===== src/design/whs_ram.sv =====
// Simple dual-port synchronous RAM, one write and one registered read port.
`default_nettype none

module whs_ram #(
  parameter int DEPTH = 256,
  parameter int WIDTH = 16
) (
  input  wire logic                     clk,
  input  wire logic                     we,
  input  wire logic [$clog2(DEPTH)-1:0] waddr,
  input  wire logic [WIDTH-1:0]         wdata,
  input  wire logic [$clog2(DEPTH)-1:0] raddr,
  output logic      [WIDTH-1:0]         rdata
);

  logic [WIDTH-1:0] mem [DEPTH];

  always_ff @(posedge clk) begin
    if (we) begin
      mem[waddr] <= wdata;
    end
  end

  always_ff @(posedge clk) begin
    rdata <= mem[raddr];
  end

endmodule

`default_nettype wire


===== config.mk =====
export PLATFORM = sky130hd
export DESIGN_NAME = whs_ram
export DESIGN_NICKNAME = d
export VERILOG_FILES = /design/src/design/whs_ram.sv
export SDC_FILE = /design/constraint.sdc
export NUM_CORES = 2
export LEC_CHECK = 0
export BUFFER_PORTS_ARGS = -buffer_cell sky130_fd_sc_hd__buf_2
export CAP_MARGIN = 20
export CELL_PAD_IN_SITES_DETAIL_PLACEMENT = 1
export CELL_PAD_IN_SITES_GLOBAL_PLACEMENT = 1
export CORE_UTILIZATION = 36
export DETAILED_ROUTE_END_ITERATION = 8
export PLACE_DENSITY = 0.63
export SYNTH_ARGS = -nofsm -noshare
export SYNTH_HDL_FRONTEND = slang
export SYNTH_SLANG_ARGS = --single-unit
export TNS_END_PERCENT = 30

===== constraint.sdc =====
create_clock -name clk -period 2.61 [get_ports clk]
set_clock_uncertainty 0.1 [all_clocks]
set_input_delay 0.1305 -clock clk [delete_from_list [all_inputs] [get_ports clk]]
set_output_delay 0.1305 -clock clk [all_outputs]
set_load 0.02 [all_outputs]

* Yosys cells after proc, flatten, opt, wreduce, memory -nomap -nowiden
Memory sizes are Yosys's and may differ from the RTL's. A register that Yosys moved wholly into a read port is not among the register bits.
Index checks and enable logic that the tools add are counted.
** Operators by class
- Add/subtract/negate cells :: 0
- Shifts and indexed selects :: 0
- Multiply operators :: 0
- Bitwise gates (word level) :: 0
- Equal/unequal tests :: 0
- Div/mod/pow operators :: 0
- Mux-type cells :: 2
- $lt $le $gt $ge :: 0
- Reduce and logical (&&, ||, !) cells :: 0
** Operators with widths (count)
- $mux 1 :: 2
** Word-level totals
- Output and inout port bits :: 16
- Memory bits (writable) :: 4096
- Logic and storage cells :: 3
- Latch bits :: 0
- Input port bits :: 34
- Memories kept :: 1
- Bits in read-only memories :: 0
- Bits in registers :: 0
** Memories
- mem :: words 256, bits a word 16, rd ports 1, clocked after memory_dff 1, wr ports 1, RTL line 16 : logic [WIDTH-1:0] mem [DEPTH];

* Logic depth before layout (Yosys ltp)
- Depth in word-level cells :: 2
- Mapped depth :: 12
- Depth with buffers taken out :: 6

* Worst setup path after synthesis
No wires, ideal clock.
- Path kind :: input -> register
- From :: in waddr[3]
- To :: mem mem[235][0], enable pin
- Slack :: 0.214 ns
- Cell stages on the path :: 6
- Buffers on the path :: 3
- Required time :: 2.122 ns
- Arrival :: 1.907 ns
- Library setup time :: 0.388 ns
- Cell sequence :: clkbuf_1 -> nor2b_1 -> clkbuf_1 -> nand4_1 -> clkbuf_1 -> nor2_1
** RTL lines
- start: declaration :: RTL line 10 : input wire logic [$clog2(DEPTH)-1:0] waddr,
- end: declaration :: RTL line 16
No word-level cell before the write port.

==> impl_results.md <==
* Longest Clk Path Bufs at 4
* Share of layout cells above drive strength 1 at 30.8%
* Avg Synthesized Cell Area at 21.6 um2
* Crit end category: flip-flop
* Worst skew pair latency at 1.00 ns
* Vias per Instance at 5.57
* Final nets at 8521
* Clock power share at 41.6%
* Sequential power share at 52.6%
* H-tree depth at 5
* Max cap viols at 0
* Max_slew headroom at 28.6%
* DRT iter0 DRCs at 9285
* Worst slew pin tran at 1.07 ns
* Leak pwr at 60.6 nW
* Drc violations at 0
* Power share of the combinational group at 5.8%
* Largest net degree at the start of global routing at 140
* Setup Buffers After CTS at 0
* Critical path class: flip-flop to flip-flop
* Mapped Area at 159000 um2
* Hold Slack at 0.0676 ns
* Clock Pin Slew Worst Setup and Hold Paths at 0.06 ns
* Worst VDD drop at 0.591 mV
* Core ar. at 438000 um2
* Ys async rst share at 0%
* Crit-path slowest cell: mux4_2
* Vias in the first global route at 85188
* First-pass GRT wire length at 654000 um
* Net Switching at 0.0303 W
* CP peak stage delay at 0.51 ns
* RSZ-0062 raised after global routing: yes
* Post-synthesis cell type count at 52
* Startpoint Class: flip-flop
* Sequential area share after synthesis at 77.7%
* Status: finished, violations left
* Main flop type after synthesis: edfxtp_1
* Final hold violations at 0
* Antenna-violating nets left at 0
* Detailed Place HPWL at 295000 um
* Failing checks: setup timing
* Starting density of the core at 36.2%
* Final Wtd Congestion at 0.855
* Routed wire length at 462000 um
* Total clock sinks at 4112
* Fin crit period at 2.64 ns
* CP Max Fanout at 1
* Pint at 0.108 W
* Top cell type by total area after synthesis: edfxtp_1
* Yosys warns at 0
* Gr ovfl total at 0
* Main area contributors after synthesis: edfxtp_1 (77%), mux4_2 (11%), mux2i_1 (3.6%)
* Die width at 666 um
* EDFF count, synth at 4096
* Tot GR Track Use at 20.5%
* Critical Path Most Common Cell: mux4_2
* Cells after DPL at 13916
* DR WL/cell at 31.4 um
* Rows at 243
* Die Ht at 666 um
* Vias at 81914
* CP required at 3.33 ns
* Min-delay worst type: input port to flip-flop
* Fillers at 41080
* Synth Net Count at 7394
* Net Sw Frac at 21.8%
* Pre-antenna DRT Iters at 5
* Highest clock rate at 379 MHz
* CP arrival at 3.36 ns
* CP Cell Sequence: mux4_2, mux4_2, a22o_4, o32ai_4, buf_6, nor4_2
* CTS buffer count at 415
* Initial antenna violation count at 33
* Final-report setup violation count at 1
* CTS tree: built
* Clock root buffer: clkbuf_16
* Power density cells at 737 nW/um2
* Post-route setup slack at -0.0287 ns
* Final period util at 101%
* Fin. max-slew vios at 0
* Seq cells post-synth at 4112
* Post-synthesis cell count at 7360
* Synth top area share at 77.5%
* Fin cells at 14709
* IO Pins at 50
* IO buf count at 49
* DIE AREA at 444000 um2
* Synth-to-layout area growth at 18.5%
## state kept, by name, summed over array words and instances, names as in the netlist
register and cells:
mem 4096, rdata 16
## per-stage QoR
stage / setup TNS (ns) / area, um2 / setup WS (ns) / utilization, % / power [W]
final: -0.0287 / 188000 / -0.0287 / 42.9 / 0.139
after detailed placement: -10.47 / 175000 / -1.09 / 39.8 / 0.0824
after CTS: -0.0694 / 188000 / -0.0374 / 42.9 / 0.140
after global placement: -11.18 / 175000 / -1.15 / 39.8 / 0.0822
after floorplan: 0 / 159000 / 0.214 / - / 0.0779
after global routing: -0.0474 / 188000 / -0.0243 / 42.9 / 0.142
## synth_stat cells (20+ instances only)
cell type,count
o21ai_0,37
o221ai_1,252
nand2_1,38
nor3_1,92
edfxtp_1,4096
mux2_2,88
buf_4,26
nor2_1,304
a22oi_1,43
mux4_2,797
a22o_1,32
nand3_1,35
clkbuf_1,230
o22ai_1,148
buf_6,77
a21oi_1,175
o32ai_1,20
a221oi_1,28
buf_2,76
mux2i_1,565
buf_1,27
nand4_1,26
## final timing paths
| check | startpoint | end | slack [ns] | cells after the start |
|---|---|---|---|---|
| max | mem[60][11] | rdata[11] | -0.03 | 6 |
| min | wdata[1] | mem[113][1] | 0.07 | 2 |
| max reg2reg | mem[60][11] | rdata[11] | -0.03 | 6 |
| min reg2reg | mem[218][4] | rdata[4] | 1.04 | 6 |
## critical path, delay by kind of cell (launching register included)
| kind | cells | cell delay [ns] |
|---|---|---|
| muxes | 2 | 0.99 |
| AOI/OAI and AO/OA | 2 | 0.82 |
| DFF | 1 | 0.37 |
| buffers and inverters | 1 | 0.17 |
| and+or+nand+nor | 1 | 0.04 |
## final cells by class
class                      count  area (um2)  share of cell area, %
tap                         5880        7360                   3.91
multi-input combinational   2792       33200                   17.7
sequential                  4112      123000                   65.6
inverter                       4        27.5                 0.0146
timing repair buffer        1162       11300                   5.98
clock buffer                 503       10900                   5.77
antenna                       13        32.5                 0.0173
clock inverter               243        2050                   1.09
## cells in the final DEF, fill, tap and decap left out, types with 15 or more instances in the layout
master / count
a211oi_1: 18
a21oi_1: 175
a221oi_1: 15
a22o_1: 16
a22oi_1: 41
buf_12: 190
buf_2: 28
buf_4: 890
buf_8: 17
bufinv_16: 30
clkbuf_1: 80
clkbuf_16: 421
clkinv_1: 104
clkinv_2: 73
dfxtp_1: 16
dlygate4sd3_1: 34
edfxtp_1: 4096
inv_6: 15
mux2_2: 88
mux2i_1: 565
mux4_2: 797
nand2_1: 38
nand3_1: 25
nand4_1: 26
nor2_1: 231
nor2_2: 72
nor3_1: 89
nor4_1: 16
o21ai_0: 37
o221ai_1: 252
o22ai_1: 148
o31ai_1: 16
o32ai_1: 15
## kinds of logic after synthesis
kind of cell	synth area share (%)
muxes	15.5
DFF	77.7
buffers and inverters	1.69
and+or+nand+nor	1.57
AOI/OAI and AO/OA	3.54
## power by group through the flow
stage          sequential (W)  combinational [W]  clock, W
3_5_place_dp           0.0744            0.00801         0
2_1_floorplan          0.0743            0.00359         0
6_report               0.0730            0.00811    0.0577
4_1_cts                0.0730            0.00812    0.0585
5_1_grt                0.0729            0.00846    0.0607
3_3_place_gp           0.0743            0.00781         0
## layer usage
layer | part of all wire, % | track usage (%) | wire, um
met4 | 3.4 | 6.41 | 15700
met1 | 42 | 28.5 | 192000
met2 | 48 | 33.4 | 222000
met3 | 6.9 | 2.72 | 32000
met5 | 0.0058 | 0 | 27
## timing repair
action	in CTS	in global routing
endpoints found under the setup margin	12	12
hold buffers	34	0
pin swaps	1	2
resized for setup	29	18
hold endpoints to repair	5011	0
(Power assumes the default switching activity.)
