$ cat src/design/whs_pkg.sv
// Package: widths, codes and types of the weighted histogram sampler.
`default_nettype none

package whs_pkg;

  localparam int TABLE_ENTRIES_DEF = 256;
  localparam int WEIGHT_BITS_DEF   = 16;

  localparam int OPCODE_W    = 2;
  localparam int BIN_INDEX_W = 8;
  localparam int NEW_WEIGHT_W = 16;
  localparam int FRACTION_W  = 16;
  localparam int CHOSEN_W    = 8;
  localparam int CENTER_W    = 41;
  localparam int TOTAL_OUT_W = 24;
  localparam int LB_W        = 32;
  localparam int BW_W        = 31;
  localparam int CFG_INDEX_W = 1;
  localparam int CFG_DATA_W  = 32;

  typedef enum logic [OPCODE_W-1:0] {
    OP_SET    = 2'd0,
    OP_SAMPLE = 2'd1,
    OP_LIKELY = 2'd2,
    OP_NOP    = 2'd3
  } op_t;

  typedef enum logic [CFG_INDEX_W-1:0] {
    CFG_LEFT_EDGE = 1'b0,
    CFG_BIN_WIDTH = 1'b1
  } cfg_index_t;

  typedef enum logic [3:0] {
    ST_CLEAR,
    ST_IDLE,
    ST_SET_RD,
    ST_SET_WR,
    ST_SCAN,
    ST_PICK,
    ST_PICK_RD,
    ST_CALC,
    ST_WAIT_C,
    ST_DONE
  } state_t;

endpackage

`default_nettype wire

$ cat src/design/whs_center.sv
// Bin center unit: left_edge + (index + 0.5) * bin_width over two stages.
`default_nettype none

module whs_center #(
  parameter int IDX_W = 8
) (
  input  wire logic                                clk,
  input  wire logic                                rst,
  input  wire logic                                start,
  input  wire logic [IDX_W-1:0]                    idx,
  input  wire logic signed [whs_pkg::LB_W-1:0]     left_edge,
  input  wire logic [whs_pkg::BW_W-1:0]            bin_width,
  output logic                                     done,
  output logic signed [whs_pkg::CENTER_W-1:0]      center
);

  import whs_pkg::*;

  localparam int PROD_W = IDX_W + 1 + BW_W;
  localparam int CW     = (IDX_W + 33 > CENTER_W + 1) ? IDX_W + 33 : CENTER_W + 1;

  logic              stage1;
  logic [PROD_W-1:0] prod;
  logic [LB_W-1:0]   lb_q;
  logic [CW-1:0]     sum;

  // Stage 1: odd multiple of the bin width
  always_ff @(posedge clk) begin
    if (start) begin
      prod <= PROD_W'({idx, 1'b1}) * PROD_W'(bin_width);
      lb_q <= left_edge;
    end
  end

  // Twice the center, exact; floor halving is an arithmetic shift
  assign sum = {{(CW-LB_W-1){lb_q[LB_W-1]}}, lb_q, 1'b0}
             + {{(CW-PROD_W){1'b0}}, prod};

  always_ff @(posedge clk) begin
    if (stage1) begin
      center <= sum[CENTER_W:1];
    end
  end

  always_ff @(posedge clk) begin
    if (rst) begin
      stage1 <= 1'b0;
      done   <= 1'b0;
    end else begin
      stage1 <= start;
      done   <= stage1;
    end
  end

endmodule

`default_nettype wire

$ cat config.mk
export PLATFORM = sky130hd
export DESIGN_NAME = whs_center
export DESIGN_NICKNAME = d
export VERILOG_FILES = /design/src/design/whs_pkg.sv /design/src/design/whs_center.sv
export SDC_FILE = /design/constraint.sdc
export NUM_CORES = 1
export LEC_CHECK = 0
export ABC_AREA = 1
export BUFFER_PORTS_ARGS = -buffer_cell sky130_fd_sc_hd__buf_2
export CAP_MARGIN = 20
export CORE_MARGIN = 4
export CORE_UTILIZATION = 50
export DETAILED_ROUTE_END_ITERATION = 8
export PLACE_DENSITY = 0.71
export SLEW_MARGIN = 25
export SYNTH_ARGS = -nofsm -noshare
export SYNTH_HDL_FRONTEND = slang
export SYNTH_SLANG_ARGS = --single-unit
$ cat constraint.sdc
create_clock -name clk -period 4.35 [get_ports clk]
set_clock_uncertainty 0.2 [all_clocks]
set_input_delay 0.2175 -clock clk [delete_from_list [all_inputs] [get_ports clk]]
set_output_delay 0.2175 -clock clk [all_outputs]
set_load 0.03 [all_outputs]
==> After elaboration in Yosys (flattened, before gate mapping) <==
Index checks and enable logic that the tools add are counted.
{ "op_classes": {"add_sub_neg": 1, "n_mul": 1} }
{ "op_table": {"columns": ["cell", "count"], "rows": [
  ["adder 33 x 41 -> 42 bit", 1],
  ["multiplier 9 x 31 -> 40 bit", 1]
]} }
{ "totals": {"elab_cells": 7, "out_inout_bits": 42, "register_bits": 115} }

==> Logic depth before layout (Yosys ltp) <==
{ "depth": {"word_depth": 1, "depth_mapped": 24} }

==> Worst setup path after synthesis <==
OpenSTA, ideal clock, no wires.
{ "synth_timing": {"path_type": "in2reg", "startpoint": "input port idx[7]", "endpoint": "register prod[39], data pin", "setup_time_ps": 252, "t_required_ps": 3898, "cell_stages": 20, "arrival_ps": 3832, "path_slack_ps": 66, "path_cell_list": "clkbuf_1 > nand2_1 > inv_1 > fa_1 > inv_1 > fa_1 > inv_1 > fa_1 > inv_1 > fa_1 > inv_1 > ha_1 > a21oi_1 > nor2_1 > o21ai_0 > nand2_1 > a21oi_1 > nand2_1 > nand2_1 > nand2_1"} }
{ "synth_between": {"elab_chain_cells": 1} }
{ "synth_lines": {"columns": ["item", "line", "text"], "rows": [
  ["start, declared", "whs_center.sv:10", "input wire logic [IDX_W-1:0] idx,"],
  ["multiplier 9 x 31 -> 40 bit", "whs_center.sv:30", "prod <= PROD_W'({idx, 1'b1}) * PROD_W'(bin_width);"],
  ["end signal, assigned", "whs_center.sv:30", null],
  ["end, declared", "whs_center.sv:23", "logic [PROD_W-1:0] prod;"]
]} }
Every way passes these cells.
A chain may end at the register's enable or synchronous reset.

==> Final worst setup path <==
{ "layout_timing": {"startpoint": "input port idx[2]", "endpoint": "register prod[38], data pin"} }
The elaborated chain is that of the path after synthesis.

==> run_summary.xml <==
<?xml version="1.0" encoding="UTF-8"?>
<metrics>
  <group name="status">
    <metric name="result_of_the_run" unit="">completed</metric>
  </group>
  <group name="floorplan">
    <metric name="io_pins" unit="">116</metric>
    <metric name="rows" unit="">65</metric>
    <metric name="die_area" unit="um^2">35000</metric>
    <metric name="floorplan.die.width" unit="um">187</metric>
    <metric name="initial_utilization" unit="%">50.7</metric>
    <metric name="core" unit="um^2">31600</metric>
    <metric name="die_height" unit="um">187</metric>
  </group>
  <group name="synthesis">
    <metric name="sequential_share_of_the_synthesized_area" unit="%">21.3</metric>
    <metric name="ys_ff_latch" unit="">114</metric>
    <metric name="synth.yosys.warnings" unit="">0</metric>
    <metric name="synth.distinct_cells" unit="">30</metric>
    <metric name="syn-num-nets" unit="">2570</metric>
    <metric name="synth.cell_area" unit="um^2">16000</metric>
    <metric name="synthesis.area_per_instance" unit="um^2">7.31</metric>
    <metric name="syn_inst" unit="">2191</metric>
  </group>
  <group name="critical_path">
    <metric name="timing.critical_path.to_type" unit="">register</metric>
    <metric name="worst-endpoint-arrival" unit="ns">4.11</metric>
    <metric name="required" unit="ns">4.31</metric>
    <metric name="timing.critical_path.mode_cell" unit="">sky130_fd_sc_hd__nand2_1</metric>
    <metric name="cp_num_buf_inv" unit="">7</metric>
    <metric name="crit_family" unit="">adder cells</metric>
    <metric name="crit_slowest_cell" unit="">sky130_fd_sc_hd__fa_1</metric>
    <metric name="startpoint_type" unit="">input port</metric>
    <metric name="type_of_the_setup_path_with_the_least_slack" unit="">in -&gt; reg</metric>
    <metric name="cp_max_fo" unit="">17</metric>
    <metric name="path_cells" unit="">buf_2 &gt; buf_12 &gt; buf_4 &gt; nand2_1 &gt; inv_1 &gt; fa_1 &gt; fa_1 &gt; fa_1 &gt; inv_1 &gt; fa_1 &gt; inv_1 &gt; ha_1 &gt; nand2_1 &gt; inv_1 &gt; nand2_1 &gt; nand2_1 &gt; nand2_1 &gt; nand3_1 &gt; nand2_1 &gt; nand2_2 &gt; nand2_2 &gt; nand2_1 &gt; nand2_1 &gt; nand2_1</metric>
    <metric name="critPathMaxStageDelay" unit="ns">0.56</metric>
  </group>
  <group name="final_layout">
    <metric name="antenna-diode-count" unit="">0</metric>
    <metric name="area.growth.synth_to_final" unit="%">18.3</metric>
    <metric name="final_layout_size_suffix_gt1_share" unit="%">13.3</metric>
    <metric name="fillers" unit="">2831</metric>
    <metric name="nets" unit="">2803</metric>
  </group>
  <group name="timing">
    <metric name="hold_viol" unit="">0</metric>
    <metric name="period_needed" unit="ns">4.15</metric>
    <metric name="fin_worst_hold_slack" unit="ns">0.117</metric>
    <metric name="max_slew.worst_pin.slew" unit="ns">0.946</metric>
    <metric name="timing.setup.tns" unit="ns">0</metric>
    <metric name="min_period_over_period" unit="%">95.4</metric>
    <metric name="setup_violations" unit="">0</metric>
    <metric name="timing.fmax" unit="MHz">241</metric>
    <metric name="tightest_slew_margin_relative_to_the_limit" unit="%">37.0</metric>
    <metric name="final_max_slew_viol_count" unit="">0</metric>
  </group>
  <group name="clock_network">
    <metric name="clock_latency" unit="ns">0.43</metric>
    <metric name="clock_pin_slew_worst_setup_and_hold_paths" unit="ns">0.06</metric>
    <metric name="number_of_clock_buffers_inserted_by_tritoncts" unit="">17</metric>
    <metric name="htreeDepth" unit="">4</metric>
    <metric name="cts_buffer_depth" unit="">2</metric>
    <metric name="clock_tree_from_tritoncts" unit="">yes</metric>
    <metric name="clockRootBuffer" unit="">sky130_fd_sc_hd__clkbuf_16</metric>
    <metric name="clock-sinks" unit="">114</metric>
  </group>
  <group name="detailed_routing">
    <metric name="finalWirelength" unit="mm">38.7</metric>
    <metric name="avgViaCountPerCell" unit="">4.82</metric>
    <metric name="post-route-drc-count" unit="">0</metric>
    <metric name="drt-initial-drc-count" unit="">797</metric>
    <metric name="ant_nets" unit="">0</metric>
    <metric name="num_vias" unit="">13700</metric>
    <metric name="drt_pre_antenna_iters" unit="">5</metric>
    <metric name="drt-wirelength-per-cell" unit="um">13.6</metric>
  </group>
  <group name="job">
    <metric name="max_cap_violations" unit="">0</metric>
  </group>
  <group name="power_and_ir_drop">
    <metric name="p_leak" unit="nW">11.3</metric>
    <metric name="ir_drop" unit="mV">0.369</metric>
    <metric name="powerDensity" unit="nW/um^2">745</metric>
  </group>
  <group name="global_routing">
    <metric name="number_of_antenna_violations_at_the_first_check_in_global_routing" unit="">0</metric>
    <metric name="grt_first_pass_wirelength" unit="mm">66.1</metric>
    <metric name="grt_pass1_vias" unit="">14000</metric>
    <metric name="grt_start_max_net_pins" unit="">73</metric>
    <metric name="grtUsageTotal" unit="%">22.6</metric>
    <metric name="grt.overflow.total" unit="">0</metric>
  </group>
  <group name="min_path">
    <metric name="min_path_type" unit="">in -&gt; reg</metric>
  </group>
  <group name="placed_design">
    <metric name="port_buffers" unit="">115</metric>
    <metric name="gp_congestion" unit="">0.923</metric>
    <metric name="hpwlAfterDp" unit="mm">31.9</metric>
  </group>
</metrics>
## metal layers
metal | part of all wire, % | track usage [%] | vias up
met5 | 0 | 0 | -
met1 | 45 | 30.3 | 6392
li1 | - | - | 6826
met3 | 4.8 | 2.69 | 65
met4 | 2.1 | 5.86 | 0
met2 | 48 | 39.4 | 392
## stage by stage
step                cell area (um^2)  power, mW  util, %  cells  setup slack (ns)
finish                         19000       14.1     60.1   2839             0.200
global placement               17900       12.2     56.8   2773            -0.372
detailed placement             17900       12.5     56.8   2773            -0.393
floorplan                      16000       8.97        -   2191            0.0662
CTS                            18800       13.9     59.7   2838            0.0525
global route                   19000       15.7     60.1   2839           -0.0122
## layout make-up
type	instances	area, um^2	area share [%]
clock buffers	17	425	2.24
inverters	634	2380	12.6
flip-flops and latches	114	3400	18.0
repair buffers	269	1970	10.4
multi-input cells	1388	10100	53.3
well taps	402	503	2.65
clock inverters	15	156	0.825
## synth_stat cells
| cell | number | area, um^2 |
|---|---|---|
| sky130_fd_sc_hd__a31oi_1 | 5 | 31.3 |
| sky130_fd_sc_hd__a21o_1 | 2 | 15.0 |
| sky130_fd_sc_hd__o21ai_0 | 31 | 155 |
| sky130_fd_sc_hd__ha_1 | 100 | 1250 |
| sky130_fd_sc_hd__or2_2 | 1 | 6.26 |
| sky130_fd_sc_hd__and2_1 | 4 | 25.0 |
| sky130_fd_sc_hd__xnor2_1 | 12 | 105 |
| sky130_fd_sc_hd__dfxtp_1 | 2 | 40.0 |
| sky130_fd_sc_hd__a21oi_1 | 66 | 330 |
| sky130_fd_sc_hd__o21bai_1 | 5 | 37.5 |
| sky130_fd_sc_hd__nor2_1 | 117 | 439 |
| sky130_fd_sc_hd__nand3_2 | 9 | 90.1 |
| sky130_fd_sc_hd__nor3_1 | 15 | 75.1 |
| sky130_fd_sc_hd__nand3b_1 | 1 | 7.51 |
| sky130_fd_sc_hd__inv_1 | 634 | 2380 |
| sky130_fd_sc_hd__nand3_1 | 54 | 270 |
| sky130_fd_sc_hd__nand2b_1 | 1 | 6.26 |
| sky130_fd_sc_hd__nand2_1 | 706 | 2650 |
| sky130_fd_sc_hd__nor4_1 | 2 | 12.5 |
| sky130_fd_sc_hd__and3_2 | 1 | 7.51 |
| sky130_fd_sc_hd__nor2_4 | 1 | 11.3 |
| sky130_fd_sc_hd__nand2_2 | 8 | 50.1 |
| sky130_fd_sc_hd__fa_1 | 205 | 4100 |
| sky130_fd_sc_hd__clkbuf_1 | 55 | 206 |
| sky130_fd_sc_hd__or2_0 | 1 | 6.26 |
| sky130_fd_sc_hd__edfxtp_1 | 112 | 3360 |
| sky130_fd_sc_hd__nor2_2 | 9 | 56.3 |
| sky130_fd_sc_hd__nor3_2 | 1 | 10.0 |
| sky130_fd_sc_hd__xor2_1 | 30 | 263 |
| sky130_fd_sc_hd__o21ai_2 | 1 | 8.76 |
## cell usage in the layout, fill, tap and decap left out, types with 12 or more instances in the layout
cell type                       synthesis  layout
sky130_fd_sc_hd__nor3_1                15      14
sky130_fd_sc_hd__inv_1                634     634
sky130_fd_sc_hd__o21ai_0               31      26
sky130_fd_sc_hd__buf_2                  0     110
sky130_fd_sc_hd__clkbuf_16              0      18
sky130_fd_sc_hd__a21oi_1               66      57
sky130_fd_sc_hd__edfxtp_1             112     112
sky130_fd_sc_hd__buf_4                  0     110
sky130_fd_sc_hd__fa_1                 205     205
sky130_fd_sc_hd__nor2_1               117     112
sky130_fd_sc_hd__xnor2_1               12      12
sky130_fd_sc_hd__nand2_1              706     699
sky130_fd_sc_hd__nand3_1               54      53
sky130_fd_sc_hd__ha_1                 100      98
sky130_fd_sc_hd__nand2_2                8      15
sky130_fd_sc_hd__nor2_2                 9      13
sky130_fd_sc_hd__xor2_1                30      30
sky130_fd_sc_hd__dlygate4sd3_1          0      33
## tightest hold or removal path, delay by kind of cell
kind,cells,cell delay (ns)
and+or+nand+nor,1,0.07
adders and majority gates,1,0.12
buffers and inverters,2,0.22
## power by group
group	leakage [nW]	switching, mW	internal (mW)
clock network	0.285	0.557	0.810
logic	9.88	6.40	4.24
registers	1.09	0.135	1.97
## flip-flops by register name (all words and copies together) (netlist names)
name,cells
prod,39
center,41
done,1
stage1,1
lb_q,32
## path summary, 6_finish.rpt
check             slack [ns]          to         start  depth (start not counted)
hold / removal          0.12     prod[1]  bin_width[0]                          4
setup reg to reg        1.77  center[35]      lb_q[31]                         10
hold reg to reg         0.35   center[0]       lb_q[0]                          1
setup / recovery        0.20    prod[38]        idx[2]                         24
## logic make-up (layout without fill, tap and decap cells)
logic type,Yosys count,in the layout,share of synthesized area [%]
buf+inv,689,935,16.1
compound gates,110,110,3.61
flops,114,114,21.3
simple gates,931,931,23.3
fa+ha+maj,305,305,33.4
xor+xnor,42,42,2.30
## timing repair
item | in CTS | in global routing
hold buffers | 33 | 0
gates resized for setup | 0 | 38
buffers inserted | 0 | 0
setup endpoints to repair | 0 | 16
endpoints found under the hold margin | 34 | 0
Note: power is estimated with default switching activity, not from simulation.
